**src/design/assert_macros.svh**
```systemverilog
// Assertion macros used by the top-level design file.
`ifndef ASSERT_MACROS_SVH
`define ASSERT_MACROS_SVH

// Same-cycle implication, checked outside reset.
`define ASSERT_IMP(label, clk, rst_n, a, b, msg) \
	label: assert property (@(posedge clk) disable iff (!rst_n) (a) |-> (b)) \
		else $error(msg);

// Next-cycle implication, checked outside reset.
`define ASSERT_NXT(label, clk, rst_n, a, b, msg) \
	label: assert property (@(posedge clk) disable iff (!rst_n) (a) |=> (b)) \
		else $error(msg);

`endif

```
**src/design/tasa_pkg.sv**
```systemverilog
// Constants, codes and control/status types for the tile atlas slot allocator.
package tasa_pkg;
	localparam int ATLAS_SIZE  = 2048;
	localparam int MIN_TILE    = 64;
	localparam int MAX_ATLASES = 8;
	localparam int GRID_CAP    = 32;
	localparam int SLOT_CAP    = 1024;

	localparam int DIM_W   = 13;
	localparam int PIX_W   = 11;
	localparam int PG_W    = 3;
	localparam int OPEN_W  = 4;
	localparam int SLOT_W  = 10;
	localparam int CNT_W   = 11;
	localparam int GRID_W  = 6;
	localparam int COORD_W = 5;
	localparam int STAT_W  = 3;
	localparam int STEP_W  = 4;
	localparam int MEM_AW  = PG_W + SLOT_W;

	localparam logic [STAT_W-1:0] ST_OK         = 3'd0;
	localparam logic [STAT_W-1:0] ST_NOT_SQUARE = 3'd1;
	localparam logic [STAT_W-1:0] ST_RANGE      = 3'd2;
	localparam logic [STAT_W-1:0] ST_FULL       = 3'd3;
	localparam logic [STAT_W-1:0] ST_BAD_FREE   = 3'd4;

	typedef struct packed {
		logic              load;
		logic              scan_step;
		logic              use_found;
		logic              open_page;
		logic              grid_step;
		logic              page_write;
		logic              alloc;
		logic              take_mem;
		logic              div_step;
		logic              mul_x;
		logic              mul_y;
		logic              free_do;
		logic              set_err;
		logic [STAT_W-1:0] err_code;
		logic              emit;
	} tasa_cmd_t;

	typedef struct packed {
		logic              is_free;
		logic              bad_sq;
		logic              bad_rng;
		logic              open_zero;
		logic              scan_last;
		logic              found;
		logic              table_full;
		logic              step_last;
		logic              fresh_avail;
		logic              free_ok;
		logic              out_free;
		logic [OPEN_W-1:0] open_cnt;
	} tasa_stat_t;
endpackage

```
**src/design/tasa_ctrl.sv**
```systemverilog
// Sequencer for push and free transfers.
module tasa_ctrl import tasa_pkg::*; (
	input  logic       clk,
	input  logic       arst_n,
	input  logic       in_valid,
	output logic       in_stall,
	input  tasa_stat_t stat,
	output tasa_cmd_t  cmd
);
	localparam logic [3:0] S_IDLE   = 4'd0;
	localparam logic [3:0] S_CHECK  = 4'd1;
	localparam logic [3:0] S_SCAN   = 4'd2;
	localparam logic [3:0] S_DECIDE = 4'd3;
	localparam logic [3:0] S_GRID   = 4'd4;
	localparam logic [3:0] S_PGWR   = 4'd5;
	localparam logic [3:0] S_ALLOC  = 4'd6;
	localparam logic [3:0] S_MEMW   = 4'd7;
	localparam logic [3:0] S_DIV    = 4'd8;
	localparam logic [3:0] S_MULX   = 4'd9;
	localparam logic [3:0] S_MULY   = 4'd10;
	localparam logic [3:0] S_FREE   = 4'd11;
	localparam logic [3:0] S_DONE   = 4'd12;

	logic [3:0] state_q, state_d;

	assign in_stall = (state_q != S_IDLE);

	always_comb begin
		cmd     = '0;
		state_d = state_q;
		unique case (state_q)
			S_IDLE: begin
				if (in_valid) begin
					cmd.load = 1'b1;
					state_d  = S_CHECK;
				end
			end
			S_CHECK: begin
				if (stat.is_free) begin
					state_d = S_FREE;
				end else if (stat.bad_sq) begin
					cmd.set_err  = 1'b1;
					cmd.err_code = ST_NOT_SQUARE;
					state_d      = S_DONE;
				end else if (stat.bad_rng) begin
					cmd.set_err  = 1'b1;
					cmd.err_code = ST_RANGE;
					state_d      = S_DONE;
				end else if (stat.open_zero) begin
					state_d = S_DECIDE;
				end else begin
					state_d = S_SCAN;
				end
			end
			S_SCAN: begin
				cmd.scan_step = 1'b1;
				if (stat.scan_last) state_d = S_DECIDE;
			end
			S_DECIDE: begin
				if (stat.found) begin
					cmd.use_found = 1'b1;
					state_d       = S_ALLOC;
				end else if (stat.table_full) begin
					cmd.set_err  = 1'b1;
					cmd.err_code = ST_FULL;
					state_d      = S_DONE;
				end else begin
					cmd.open_page = 1'b1;
					state_d       = S_GRID;
				end
			end
			S_GRID: begin
				cmd.grid_step = 1'b1;
				if (stat.step_last) state_d = S_PGWR;
			end
			S_PGWR: begin
				cmd.page_write = 1'b1;
				state_d        = S_ALLOC;
			end
			S_ALLOC: begin
				cmd.alloc = 1'b1;
				state_d   = stat.fresh_avail ? S_DIV : S_MEMW;
			end
			S_MEMW: begin
				cmd.take_mem = 1'b1;
				state_d      = S_DIV;
			end
			S_DIV: begin
				cmd.div_step = 1'b1;
				if (stat.step_last) state_d = S_MULX;
			end
			S_MULX: begin
				cmd.mul_x = 1'b1;
				state_d   = S_MULY;
			end
			S_MULY: begin
				cmd.mul_y = 1'b1;
				state_d   = S_DONE;
			end
			S_FREE: begin
				if (stat.free_ok) begin
					cmd.free_do = 1'b1;
				end else begin
					cmd.set_err  = 1'b1;
					cmd.err_code = ST_BAD_FREE;
				end
				state_d = S_DONE;
			end
			S_DONE: begin
				if (stat.out_free) begin
					cmd.emit = 1'b1;
					state_d  = S_IDLE;
				end
			end
			default: state_d = S_IDLE;
		endcase
	end

	always_ff @(posedge clk or negedge arst_n) begin
		if (!arst_n) state_q <= S_IDLE;
		else         state_q <= state_d;
	end
endmodule

```
**config.mk**
```make
export PLATFORM = sky130hd
export DESIGN_NAME = tasa_ctrl
export DESIGN_NICKNAME = d
export VERILOG_FILES = /design/src/design/assert_macros.svh /design/src/design/tasa_pkg.sv /design/src/design/tasa_ctrl.sv
export SDC_FILE = /design/constraint.sdc
export NUM_CORES = 1
export LEC_CHECK = 0
export ABC_AREA = 1
export BUFFER_PORTS_ARGS = -buffer_cell sky130_fd_sc_hd__buf_2
export CAP_MARGIN = 20
export CORE_UTILIZATION = 40
export DETAILED_ROUTE_END_ITERATION = 12
export GPL_TIMING_DRIVEN = 0
export PLACE_DENSITY = 0.82
export SYNTH_ARGS = -nofsm -noshare
export SYNTH_HDL_FRONTEND = slang
export SYNTH_SLANG_ARGS = --single-unit
```
**constraint.sdc**
```tcl
create_clock -name clk -period 1.45 [get_ports clk]
set_input_delay 0.29 -clock clk [delete_from_list [all_inputs] [get_ports clk]]
set_output_delay 0.29 -clock clk [all_outputs]
set_load 0.05 [all_outputs]
```
==> impl_metrics.env, run 1 <==
export IMPL_post_cts_setup_buffers=11
export IMPL_synth_area_top_cells="nand2_1, dfrtp_1, inv_1"
export IMPL_num_rows=12
export IMPL_ys_seq_area_share_pct=18.26
export IMPL_io_pins=36
export IMPL_yosys_register_bits=4
export IMPL_dp_hpwl_um=1304
export IMPL_outcome="did not finish"
export IMPL_cts_path_max_buffers=2
export IMPL_syn_area_per_cell_um2=5.269
export IMPL_netlist_area_um2=548.0
export IMPL_synthXorXnorAreaFrac_pct=0
export IMPL_synth_compound_area_share_pct=4.338
export IMPL_syn_nets=122
export IMPL_yosysWarnings=0
export IMPL_synth_top_area_share_pct=19.86
export IMPL_netlist_instances=104
export IMPL_cts_root_buf="clkbuf_4"
export IMPL_synthAdderAreaFrac_pct=0
export IMPL_ctsResizeCount=68
export IMPL_die_y_um=39.02
export IMPL_failed_stage="clock tree synthesis (4_1_cts)"
export IMPL_cts_htree_levels=1
export IMPL_synth_distinct_cells=17
export IMPL_start_util_pct=46.20
export IMPL_io_buffers=31
export IMPL_gp_congestion=0.8618
export IMPL_dieWidth_um=39.02
export IMPL_cts_buffers=3
export IMPL_place_inst=149
export IMPL_synthMuxAreaShare_pct=0
export IMPL_synth_top_family_by_area="simple AND/OR/NAND/NOR gates"
export IMPL_yosysTopAreaCell="nand2_1"
export IMPL_tool_error="[ERROR DPL-0033] detailed placement checks failed during check placement."
export IMPL_clock_sinks=4
export IMPL_yosys_area_share_simple_pct=60.27
export IMPL_hold_buffers=1
-- stage by stage --
| stage | TNS, ns | cell area, um^2 | utilization [%] | worst slack, ns | hold WS (ns) |
|---|---|---|---|---|---|
| after floorplan | -0.2814 | 660.6 | - | -0.1465 | -0.005591 |
| after global placement | -1.018 | 833.3 | 70.25 | -0.2876 | 0.09289 |
| after detailed placement | -1.145 | 833.3 | 70.25 | -0.3109 | 0.09661 |
-- cells by family after synthesis --
logic type	Yosys count
compound gates	4
buf+inv	25
flops	4
simple gates	71
-- cell usage after synthesis --
cell type and number:
nor2_2 7, nand4_1 1, o221ai_1 1, nand3_1 7, inv_1 19, o21ai_1 2, nor2_1 16, nand3_2 1
inv_2 5, o21ai_0 1, nand2_2 6, nand2_1 29, nor3_1 1, nor4_1 2, clkinv_1 1, nor2_4 1
dfrtp_1 4
==> inputs of run 2 (changes only) <==
CORE_AREA = 2 2 63 65   (was unset)
CORE_UTILIZATION = unset   (was 40)
DIE_AREA = 0 0 65 67   (was unset)
PLACE_DENSITY = unset   (was 0.82)
PLACE_DENSITY_LB_ADDON = 0.15   (was unset)
==> run 2 against run 1 <==
  * The flow now finishes, with violations (setup timing)
  * Synthesized cell count unchanged
  * Area after synthesis stayed put
==> impl_metrics.env, run 2 <==
export IMPL_outcome="complete, but fails checks"
export IMPL_violations="setup timing"
export IMPL_vias=829
export IMPL_yosysWarnings=0
export IMPL_cp_depth=6
export IMPL_cts_path_max_buffers=2
export IMPL_crit_type="flip-flop to output port"
export IMPL_antenna_found_initial=0
export IMPL_maxCapViolCount=0
export IMPL_largest_register="state_q"
export IMPL_place_inst=183
export IMPL_cpMostUsedCell="nor2_4"
export IMPL_start_kind="flip-flop"
export IMPL_path_buf_inv=1
export IMPL_io_buffers=31
export IMPL_core_area_um2=3606
export IMPL_fin_setup_tns_ns=-2.790
export IMPL_top_regs="state_q x4"
export IMPL_io_pins=36
export IMPL_gr_total_overflow=0
export IMPL_clock_skew_ns=0.01002
export IMPL_post_drt_wl_per_cell_um=10.65
export IMPL_hold_class="primary input to flip-flop"
export IMPL_crit_family="flip-flops"
export IMPL_place_ws_ns=-0.3180
export IMPL_grt_pass1_wl_um=3677
export IMPL_die_y_um=67
export IMPL_cp_required_ns=1.16
export IMPL_netlist_area_um2=548.0
export IMPL_multiInputGateArea_um2=580.6
export IMPL_num_rows=22
export IMPL_syn_nets=122
export IMPL_drt_initial_drc_count=18
export IMPL_whs_ns=0.3836
export IMPL_regToRegSetupSlack_ns=-0.03
export IMPL_clk_pin_slew_ns=0.04
export IMPL_synth_most_common_cell="nand2_1"
export IMPL_cts_root_buf="clkbuf_8"
export IMPL_synth_edf_count=0
export IMPL_path_max_fanout=4
export IMPL_largest_reg_flops=4
export IMPL_worstMarginPinSlew_ns=0.2194
export IMPL_ant_nets=0
export IMPL_final_cell_mix="nand2_1, buf_6, inv_1, nor2_4, buf_2"
export IMPL_cp_cell_sequence="nor2_4 -> nand2_4 -> nor2_4 -> nand2_2 -> o21ai_4 -> buf_6"
export IMPL_holdPathStages=4
export IMPL_cts_tree="done"
export IMPL_num_antenna_cells=0
export IMPL_dp_hpwl_um=1573
export IMPL_cts_buffers=3
export IMPL_finalSetupViolCount=20
export IMPL_ff2ff_path_depth=10
export IMPL_grt_max_degree=7
export IMPL_rsz0062_at_grt="true"
export IMPL_cts_htree_levels=1
export IMPL_hold_viol=0
export IMPL_grt_pass1_vias=846
export IMPL_drcViolationCount=0
export IMPL_pwr_density_cell_nw_per_um2=2035
export IMPL_clk_latency_ns=0.23
export IMPL_layout_commonest_cell="nand2_1"
export IMPL_min_period_over_period_pct=116.4
export IMPL_ys_flop_type="dfrtp_1"
export IMPL_irDropWorstVdd_uv=567.8
export IMPL_ys_seq_area_share_pct=18.26
export IMPL_dieWidth_um=65
export IMPL_power_leakage_nw=0.7506
export IMPL_slew_viol_final=0
export IMPL_syn_area_per_cell_um2=5.269
export IMPL_netlist_instances=104
export IMPL_layout_cells_non_filler=209
export IMPL_synth_distinct_cells=17
export IMPL_synth_area_top_cells="nand2_1, dfrtp_1, inv_1"
export IMPL_slowest_stage="dfrtp_2"
export IMPL_fin_crit_ns=1.687
export IMPL_critical_path_arrival_ns=1.40
export IMPL_gp_congestion=0.7637
export IMPL_place_area_um2=875.8
export IMPL_worst_path_largest_cell_delay_ns=0.46
export IMPL_start_util_pct=15.20
export IMPL_fmax_ghz=0.5927
export IMPL_regArea_um2=105.1
export IMPL_syn_to_final_growth_pct=156.4
export IMPL_grt_use_total_pct=11.04
export IMPL_die_area_um2=4355
export IMPL_synth_async_reset_ratio_pct=100.0
export IMPL_fillCellCount=378
export IMPL_synth_top_area_share_pct=19.86
export IMPL_slew_limit_headroom_pct=85.34
export IMPL_final_area_um2=1405
export IMPL_synth_cells_most_frequent="nand2_1, inv_1, nor2_1"
export IMPL_first_pass_iters=2
export IMPL_clock_sinks=4
export IMPL_timing_final_ws_setup_ns=-0.2373
export IMPL_wirelength_um=2225
export IMPL_num_nets_final=180
export IMPL_yosysTopAreaCell="nand2_1"
export IMPL_post_route_cells_drive_above_1_share_pct=68.94
export IMPL_cp_end_kind="output port"
export IMPL_yosys_register_bits=4
export IMPL_viasPerCell=3.967
## run 2: cell counts after synthesis
No cell type changed its count.
## run 2: cells by family after synthesis
group	Yosys count	share of synthesized area [%]
AND/OR/NAND/NOR	71	60.27
flip-flops	4	18.27
buffers and inverters	25	17.12
AO/OA/AOI/OAI	4	4.337
## run 2: worst min-delay path, delay by kind of cell
kind            cells  cell delay (ns)
compound gates      1             0.08
buf+inv             2             0.15
simple gates        1             0.05
## run 2: timing repair
item | in CTS | in global routing
hold buffers | 1 | 0
pin swaps | 15 | 18
resized for setup | 72 | 16
setup endpoints to repair | 19 | 22
hold endpoints to repair | 4 | 0
buffers inserted | 16 | 5
## run 2: final timing paths
path                       startpoint         end
min                           stat[7]  state_q[3]
min in group asynchronous      arst_n  state_q[2]
max                        state_q[1]      cmd[2]
max reg2reg                state_q[1]  state_q[3]
min reg2reg                state_q[2]  state_q[2]
max in group asynchronous      arst_n  state_q[3]
## run 2: area by class of cell
type / count / share of cell area [%]
Tap cell: 48 / 4.274
Inverter: 25 / 6.679
Sequential cell: 4 / 7.480
Timing Repair Buffer: 53 / 37.04
Multi-Input combinational cell: 75 / 41.32
Clock buffer: 4 / 3.206
## run 2: power breakdown
group	internal (mW)	switching [mW]
Sequential	0.178	0.109
Combinational	0.999	1.30
Clock	0.190	0.0793
Total	1.37	1.49
## run 2: through the flow
step	power, mW	util (%)
2_1_floorplan	1.345	-
3_3_place_gp	1.638	24.29
3_5_place_dp	1.635	24.29
4_1_cts	2.625	36.05
5_1_grt	3.062	38.97
6_report	2.859	38.97
## run 2: layer usage
layer  part of all wire, %  vias to the layer above  global-route usage [%]
met1                    43                      373                   13.49
met4                   1.5                        0                   5.585
met5                     0                        -                       0
met3                   4.6                        2                   1.351
met2                    51                       28                   18.94
li1                      -                      426                       -
Power figures use the tool's default switching activity.
